==> config.mk <==
export PLATFORM = sky130hd
export DESIGN_NAME = dirty_span_tracker
export DESIGN_NICKNAME = d
export VERILOG_FILES = /design/src/hdl/dst_pkg.sv /design/src/hdl/dst_span_update.sv /design/src/hdl/dst_span_calc.sv /design/src/hdl/dirty_span_tracker.sv
export SDC_FILE = /design/constraint.sdc
export NUM_CORES = 2
export LEC_CHECK = 0
export ABC_AREA = 1
export BUFFER_PORTS_ARGS = -buffer_cell sky130_fd_sc_hd__clkbuf_2
export CORE_MARGIN = 5
export CORE_UTILIZATION = 27
export CTS_BUF_LIST = sky130_fd_sc_hd__clkbuf_16
export CTS_CLUSTER_SIZE = 40
export DETAILED_ROUTE_END_ITERATION = 8
export HOLD_SLACK_MARGIN = 0.12
export PLACE_DENSITY_LB_ADDON = 0.3
export RECOVER_POWER = 50
export SYNTH_ARGS = -nofsm -noshare
export SYNTH_HDL_FRONTEND = slang
export SYNTH_SLANG_ARGS = --single-unit
==> constraint.sdc <==
create_clock -name clk -period 8.46 [get_ports clk]
set_input_delay 0.846 -clock clk [delete_from_list [all_inputs] [get_ports clk]]
set_output_delay 0.846 -clock clk [all_outputs]
set_load 0.005 [all_outputs]
==> src/hdl/dst_pkg.sv <==
`timescale 1ns / 1ps
`default_nettype none

package dst_pkg;

  // coordinate limit applied to every box corner
  localparam logic [12:0] COORD_MAX = 13'd4096;

  // tick counter value on which the span is flushed
  localparam logic [1:0] TICK_LAST = 2'd3;

  // largest byte offset or length that fits the result fields
  localparam logic [26:0] OUT_MAX = '1;

  // request kinds
  localparam logic KIND_BOX  = 1'b0;
  localparam logic KIND_TICK = 1'b1;

  // configuration register indexes
  localparam logic [0:0] REG_ROW_PITCH       = 1'd0;
  localparam logic [0:0] REG_BYTES_PER_PIXEL = 1'd1;

  // configuration reset values
  localparam logic [14:0] ROW_PITCH_RESET       = 15'd4096;
  localparam logic [2:0]  BYTES_PER_PIXEL_RESET = 3'd2;

  // input request
  typedef struct packed {
    logic        kind;
    logic [12:0] box_x1;
    logic [12:0] box_y1;
    logic [12:0] box_x2;
    logic [12:0] box_y2;
  } box_item_t;

  // flush result
  typedef struct packed {
    logic [26:0] start_offset;
    logic [26:0] span_length;
  } span_result_t;

  // span captured on a flushing tick, differences already formed
  typedef struct packed {
    logic [12:0]        start_x;
    logic [12:0]        start_y;
    logic signed [14:0] rows_m1;
    logic signed [13:0] cols;
  } span_snap_t;

endpackage

`default_nettype wire

==> src/hdl/dst_span_update.sv <==
`timescale 1ns / 1ps
`default_nettype none

module dst_span_update (
  input  wire logic               clk,
  input  wire logic               rst,
  input  wire logic               item_valid,
  input  wire dst_pkg::box_item_t item,
  output logic                    item_retire,
  output logic                    snap_valid,
  input  wire logic               snap_take,
  output dst_pkg::span_snap_t     snap
);

  logic [12:0] start_x;
  logic [12:0] start_y;
  logic [12:0] end_x;
  logic [12:0] end_y;
  logic        damage_pending;
  logic [1:0]  tick_count;

  logic [12:0] x1_c;
  logic [12:0] y1_c;
  logic [12:0] x2_c;
  logic [12:0] y2_c;
  logic        emits;

  function automatic logic [12:0] clamp_coord(input logic [12:0] v);
    clamp_coord = (v > dst_pkg::COORD_MAX) ? dst_pkg::COORD_MAX : v;
  endfunction

  // clamped box corners
  assign x1_c = clamp_coord(item.box_x1);
  assign y1_c = clamp_coord(item.box_y1);
  assign x2_c = clamp_coord(item.box_x2);
  assign y2_c = clamp_coord(item.box_y2);

  // a flushing tick needs the snapshot slot free or draining
  assign emits = (item.kind == dst_pkg::KIND_TICK) && (tick_count == dst_pkg::TICK_LAST)
                 && damage_pending;
  assign item_retire = item_valid && (!emits || !snap_valid || snap_take);

  // damage state, tick counter and snapshot slot
  always_ff @(posedge clk) begin
    if (rst) begin
      start_x        <= '0;
      start_y        <= '0;
      end_x          <= '0;
      end_y          <= '0;
      damage_pending <= 1'b0;
      tick_count     <= '0;
      snap_valid     <= 1'b0;
    end else begin
      if (item_retire && emits) begin
        snap_valid <= 1'b1;
      end else if (snap_take) begin
        snap_valid <= 1'b0;
      end
      if (item_retire) begin
        if (item.kind == dst_pkg::KIND_BOX) begin
          if (!damage_pending) begin
            start_x        <= x1_c;
            start_y        <= y1_c;
            end_x          <= x2_c;
            end_y          <= y2_c;
            damage_pending <= 1'b1;
          end else begin
            if (y1_c < start_y) begin
              start_y <= y1_c;
              start_x <= x1_c;
            end else if (y1_c == start_y && x1_c < start_x) begin
              start_x <= x1_c;
            end
            if (y2_c > end_y) begin
              end_y <= y2_c;
              end_x <= x2_c;
            end else if (y2_c == end_y && x2_c > end_x) begin
              end_x <= x2_c;
            end
          end
        end else if (tick_count != dst_pkg::TICK_LAST) begin
          tick_count <= tick_count + 2'd1;
        end else begin
          tick_count <= '0;
          if (damage_pending) begin
            damage_pending <= 1'b0;
            snap.start_x   <= start_x;
            snap.start_y   <= start_y;
            snap.rows_m1   <= $signed({2'b00, end_y}) - $signed({2'b00, start_y})
                              - 15'sd1;
            snap.cols      <= $signed({1'b0, end_x}) - $signed({1'b0, start_x});
          end
        end
      end
    end
  end

endmodule

`default_nettype wire

==> src/hdl/dst_span_calc.sv <==
`timescale 1ns / 1ps
`default_nettype none

module dst_span_calc (
  input  wire logic                clk,
  input  wire logic                rst,
  input  wire logic [14:0]         row_pitch,
  input  wire logic [2:0]          bytes_per_pixel,
  input  wire logic                snap_valid,
  input  wire dst_pkg::span_snap_t snap,
  output logic                     snap_take,
  output logic                     out_valid,
  input  wire logic                out_stall,
  output dst_pkg::span_result_t    out_item
);

  logic [27:0]        off_rows;
  logic [15:0]        off_cols;
  logic [28:0]        off_sum;
  logic signed [30:0] len_rows;
  logic signed [17:0] len_cols;
  logic signed [31:0] len_sum;
  logic [26:0]        off_sat;
  logic [26:0]        len_sat;

  // byte offset of span start
  assign off_rows = snap.start_y * row_pitch;
  assign off_cols = snap.start_x * bytes_per_pixel;
  assign off_sum  = 29'(off_rows) + 29'(off_cols);
  assign off_sat  = (|off_sum[28:27]) ? dst_pkg::OUT_MAX : off_sum[26:0];

  // byte length, clipped to zero when negative and to OUT_MAX when too large
  assign len_rows = snap.rows_m1 * $signed({1'b0, row_pitch});
  assign len_cols = snap.cols * $signed({1'b0, bytes_per_pixel});
  assign len_sum  = 32'(len_rows) + 32'(len_cols);

  always_comb begin
    if (len_sum[31]) begin
      len_sat = '0;
    end else if (|len_sum[30:27]) begin
      len_sat = dst_pkg::OUT_MAX;
    end else begin
      len_sat = len_sum[26:0];
    end
  end

  assign snap_take = snap_valid && (!out_valid || !out_stall);

  // result register
  always_ff @(posedge clk) begin
    if (rst) begin
      out_valid <= 1'b0;
    end else if (snap_take) begin
      out_valid             <= 1'b1;
      out_item.start_offset <= off_sat;
      out_item.span_length  <= len_sat;
    end else if (!out_stall) begin
      out_valid <= 1'b0;
    end
  end

endmodule

`default_nettype wire

==> src/hdl/dirty_span_tracker.sv <==
// a flushing tick passes through the input register, the snapshot slot and the result register
// throughput: one request per cycle, boxes and ticks alike, while in_stall is low
// a held result stalls requests only when a further flush also needs the result path
// reset (synchronous): span, pending flag and tick counter cleared, pipeline emptied,
// row pitch back to 4096 and bytes per pixel back to 2
`timescale 1ns / 1ps
`default_nettype none

module dirty_span_tracker (
  input  wire logic                  clk,
  input  wire logic                  rst,
  input  wire logic                  in_valid,
  output logic                       in_stall,
  input  wire dst_pkg::box_item_t    in_item,
  output logic                       out_valid,
  input  wire logic                  out_stall,
  output dst_pkg::span_result_t      out_item,
  input  wire logic                  cfg_valid,
  output logic                       cfg_ready,
  input  wire logic [0:0]            cfg_index,
  input  wire logic [14:0]           cfg_data
);

  logic                row_valid;
  dst_pkg::box_item_t  row_item;
  logic                row_retire;
  logic [14:0]         row_pitch;
  logic [2:0]          bytes_per_pixel;
  logic                snap_valid;
  logic                snap_take;
  dst_pkg::span_snap_t snap;

  assign cfg_ready = 1'b1;

  // configuration registers
  always_ff @(posedge clk) begin
    if (rst) begin
      row_pitch       <= dst_pkg::ROW_PITCH_RESET;
      bytes_per_pixel <= dst_pkg::BYTES_PER_PIXEL_RESET;
    end else if (cfg_valid && cfg_ready) begin
      unique case (cfg_index)
        dst_pkg::REG_ROW_PITCH:       row_pitch       <= cfg_data;
        dst_pkg::REG_BYTES_PER_PIXEL: bytes_per_pixel <= cfg_data[2:0];
        default: ;
      endcase
    end
  end

  // input register
  assign in_stall = row_valid && !row_retire;

  always_ff @(posedge clk) begin
    if (rst) begin
      row_valid <= 1'b0;
    end else if (in_valid && !in_stall) begin
      row_valid <= 1'b1;
      row_item  <= in_item;
    end else if (row_retire) begin
      row_valid <= 1'b0;
    end
  end

  dst_span_update u_update (
    .clk         (clk),
    .rst         (rst),
    .item_valid  (row_valid),
    .item        (row_item),
    .item_retire (row_retire),
    .snap_valid  (snap_valid),
    .snap_take   (snap_take),
    .snap        (snap)
  );

  dst_span_calc u_calc (
    .clk             (clk),
    .rst             (rst),
    .row_pitch       (row_pitch),
    .bytes_per_pixel (bytes_per_pixel),
    .snap_valid      (snap_valid),
    .snap            (snap),
    .snap_take       (snap_take),
    .out_valid       (out_valid),
    .out_stall       (out_stall),
    .out_item        (out_item)
  );

  // a waiting snapshot is never lost
  a_snap_held: assert property (@(posedge clk) disable iff (rst)
    snap_valid && !snap_take |=> snap_valid)
    else $error("span snapshot dropped while waiting");

  // a snapshot taken always shows up as a result
  a_snap_to_out: assert property (@(posedge clk) disable iff (rst)
    snap_take |=> out_valid)
    else $error("span snapshot taken without a result");

  // requests are only held back by a full input register
  a_stall_needs_row: assert property (@(posedge clk) disable iff (rst)
    !row_valid |-> !in_stall)
    else $error("request stalled with empty input register");

endmodule

`default_nettype wire
==> results.sh <==
export IMPL_post_route_min_period_ps=7100
export IMPL_synth_compound_area_share_pct=4.367
export IMPL_post_cts_buffers=0
export IMPL_final_setup_tns_ps=0
export IMPL_cts_resized=0
export IMPL_p_per_area_mw_per_mm2=223.5
export IMPL_yosys_area_share_simple_pct=18.61
export IMPL_tritoncts="yes"
export IMPL_vias=23270
export IMPL_die_height_um=349.1
export IMPL_antenna_cells=0
export IMPL_min_path_type="in2reg"
export IMPL_peakVddDrop_uv=181.2
export IMPL_layout_cells_most_common_list="inv_1, nand2_1, fa_1"
export IMPL_clk_path_buf_depth=3
export IMPL_routabilityCongestion=0.8580
export IMPL_violations="max-capacitance violations, max-slew violations"
export IMPL_yosys_area_share_adder_pct=40.81
export IMPL_cap_violations=3
export IMPL_synthMuxAreaShare_pct=0
export IMPL_postRouteAntennaNets=0
export IMPL_critPathKind="reg2reg"
export IMPL_cts_sinks=238
export IMPL_setup_viol=0
export IMPL_yosysWarnings=0
export IMPL_grt_pass1_vias=24500
export IMPL_cp_max_fo=27
export IMPL_path_common_cell="fa_1"
export IMPL_cp_end_kind="register"
export IMPL_fill_cells=12290
export IMPL_skew_ps=30.64
export IMPL_setup_ws_ps=1360
export IMPL_syn_area_mm2=0.03105
export IMPL_synth_seq_cells=238
export IMPL_maxSlewViolCount=180
export IMPL_synth_xor_area_share_pct=2.087
export IMPL_synthTopCellsByArea="fa_1, edfxtp_1, ha_1"
export IMPL_dieArea_mm2=0.1219
export IMPL_syn_nets=4671
export IMPL_cp_cell_sequence="buf_4 > nand2_1 > fa_1 > inv_1 > fa_1 > inv_1 > fa_1 > inv_1 > fa_1 > fa_1 > fa_1 > fa_1 > ha_1 > nand2_1 > nor2_2 > nand2_1 > nor2_1 > nand2_1 > nand4_1 > nand2_1 > nor2_4 > nand3_1 > nand2_1 > inv_1"
export IMPL_crit_arrival_ps=7450
export IMPL_dpl_cell_count=5384
export IMPL_swShare_pct=49.23
export IMPL_dr_pass1_iters=6
export IMPL_via_per_inst=4.279
export IMPL_yosys_cell_types_count=48
export IMPL_grt_pass1_wl_um=132700
export IMPL_post_route_util_pct=29.91
export IMPL_crit_path_max_incr_delay_ps=800
export IMPL_root_buffer="clkbuf_16"
export IMPL_htreeDepth=1
export IMPL_grt_usage_pct=13.39
export IMPL_critPathRequiredTime_ps=8810
export IMPL_synth_seq_area_share_pct=20.56
export IMPL_hold_slack_ps=405.9
export IMPL_holdBufCountCts=0
export IMPL_cellLeakagePower_nw=18.38
export IMPL_fmax_mhz=140.8
export IMPL_layout_nets=4738
export IMPL_crit_path_top_delay_cell="dfxtp_1"
export IMPL_grt_setup_unrepaired="no"
export IMPL_mostFrequentLayoutCell="inv_1"
export IMPL_antenna_found_initial=0
export IMPL_row_count=124
export IMPL_synth_top_area_share_pct=27.07
export IMPL_relSlewSlack_pct=-142.8
export IMPL_port_buffers=129
export IMPL_wl_per_cell_um=14.90
export IMPL_outcome="finished, violations left"
export IMPL_drive_gt1_share_pct=5.323
export IMPL_tightest_slew_ps=3643
export IMPL_pre_cts_ws_ps=1322
export IMPL_switchingPower_mw=3.764
export IMPL_start_util_pct=27.16
export IMPL_die_x_um=349.1
export IMPL_p_seq_share_pct=18.8
export IMPL_dpl_hpwl_um=66890
export IMPL_overflow=0
export IMPL_pwr_share_comb_pct=64.8
export IMPL_hold_viol=0
export IMPL_synth_cells=3836
export IMPL_grt_max_degree=71
export IMPL_drc=0
export IMPL_cts_buffers=29
export IMPL_start_kind="register"
export IMPL_dr_first_iter_drc_count=1062
export IMPL_ios=131
export IMPL_yosysTopAreaCell="fa_1"
export IMPL_area_growth_pct=10.12
export IMPL_core_area_mm2=0.1143
export IMPL_drt_total_wl_um=81020
export IMPL_path_clk_slew_ps=60
export IMPL_postSynthAreaPerCell_um2=8.096
export IMPL_synth_top_family_by_area="adder cells"
export IMPL_clock_power_share_pct=16.4
export IMPL_period_share_pct=83.93
export IMPL_clk_latency_ps=620
export IMPL_p_int_mw=3.881
export IMPL_final_cells=5438
## critical path: cells and delay by family (launching register included)
kind / cells / cell delay, ps
and+or+nand+nor: 11 / 1670
DFF: 1 / 800
buffers and inverters: 5 / 570
adders and majority gates: 8 / 3790
## path summary, 6_finish.rpt
kind                                     startpoint                 end  slack, ps  cells after the start
worst max-delay path                  row_pitch[12]  u_calc.out_item[4]       1360                     24
worst min-delay path                    in_item[35]        row_item[35]        410                      1
worst max register to register        row_pitch[12]  u_calc.out_item[4]       1360                     24
worst min register to register  u_update.start_x[6]   u_update.snap[48]        430                      0
## final cells by class
type	count	area (um2)	share of cell area [%]
Sequential cell	238	6386	18.67
Clock buffer	30	750.7	2.195
Tap cell	1512	1892	5.532
Inverter	986	3701	10.82
Multi-Input combinational cell	2492	20480	59.89
Clock inverter	24	200.2	0.5854
Timing Repair Buffer	156	788.3	2.305
## kinds of logic after synthesis
kind of cell,Yosys count
AO/OA/AOI/OAI,256
adder cells (fa/ha/maj),761
flip-flops,238
XOR/XNOR,71
AND/OR/NAND/NOR,1403
buffers and inverters,1106
other,1
## metrics by stage
stage | area (um2) | total power [mW]
final | 34200 | 7.644
after global routing | 34200 | 8.496
after CTS | 34260 | 7.825
after detailed placement | 33310 | 6.521
after global placement | 33310 | 6.531
after floorplan | 31050 | 5.151
## routing by layer
layer,track usage (%),routed length [um],up-vias
li1,-,-,11650
met1,18.64,38340,11120
met2,22.56,37500,431
met3,1.394,3451,73
met4,2.833,1727,0
met5,0.1962,0,-
## synth_stat cells, drive strengths merged
library cell	instances
and3	2
buf	31
dfxtp	76
o21bai	6
nor3b	3
clkbuf	89
a31oi	7
and2	3
nand3	137
o2111ai	1
xnor2	35
nor3	28
or2	14
edfxtp	162
nor2	255
o211ai	1
a21oi	137
xor2	36
fa	420
ha	341
a21boi	5
nor4	9
inv	984
a211oi	3
o21a	1
nand3b	24
nand4	24
clkinv	2
o21ai	89
a21o	6
conb	1
nand2	904
## state kept, by name, summed over array words and instances (netlist names), 13 cells and up
signal,flops
row_item,53
u_update.end_y,13
u_update.snap,55
u_update.end_x,13
u_calc.out_item,54
u_update.start_x,13
row_pitch,15
u_update.start_y,13
## power by group through the flow
stage	Sequential (mW)	Clock [mW]	Combinational, mW
after floorplan	1.42	0	3.73
after global placement	1.46	0	5.07
after detailed placement	1.46	0	5.06
after CTS	1.43	1.30	5.09
after global routing	1.44	1.34	5.72
final	1.44	1.25	4.96
(Power assumes the default switching activity.)
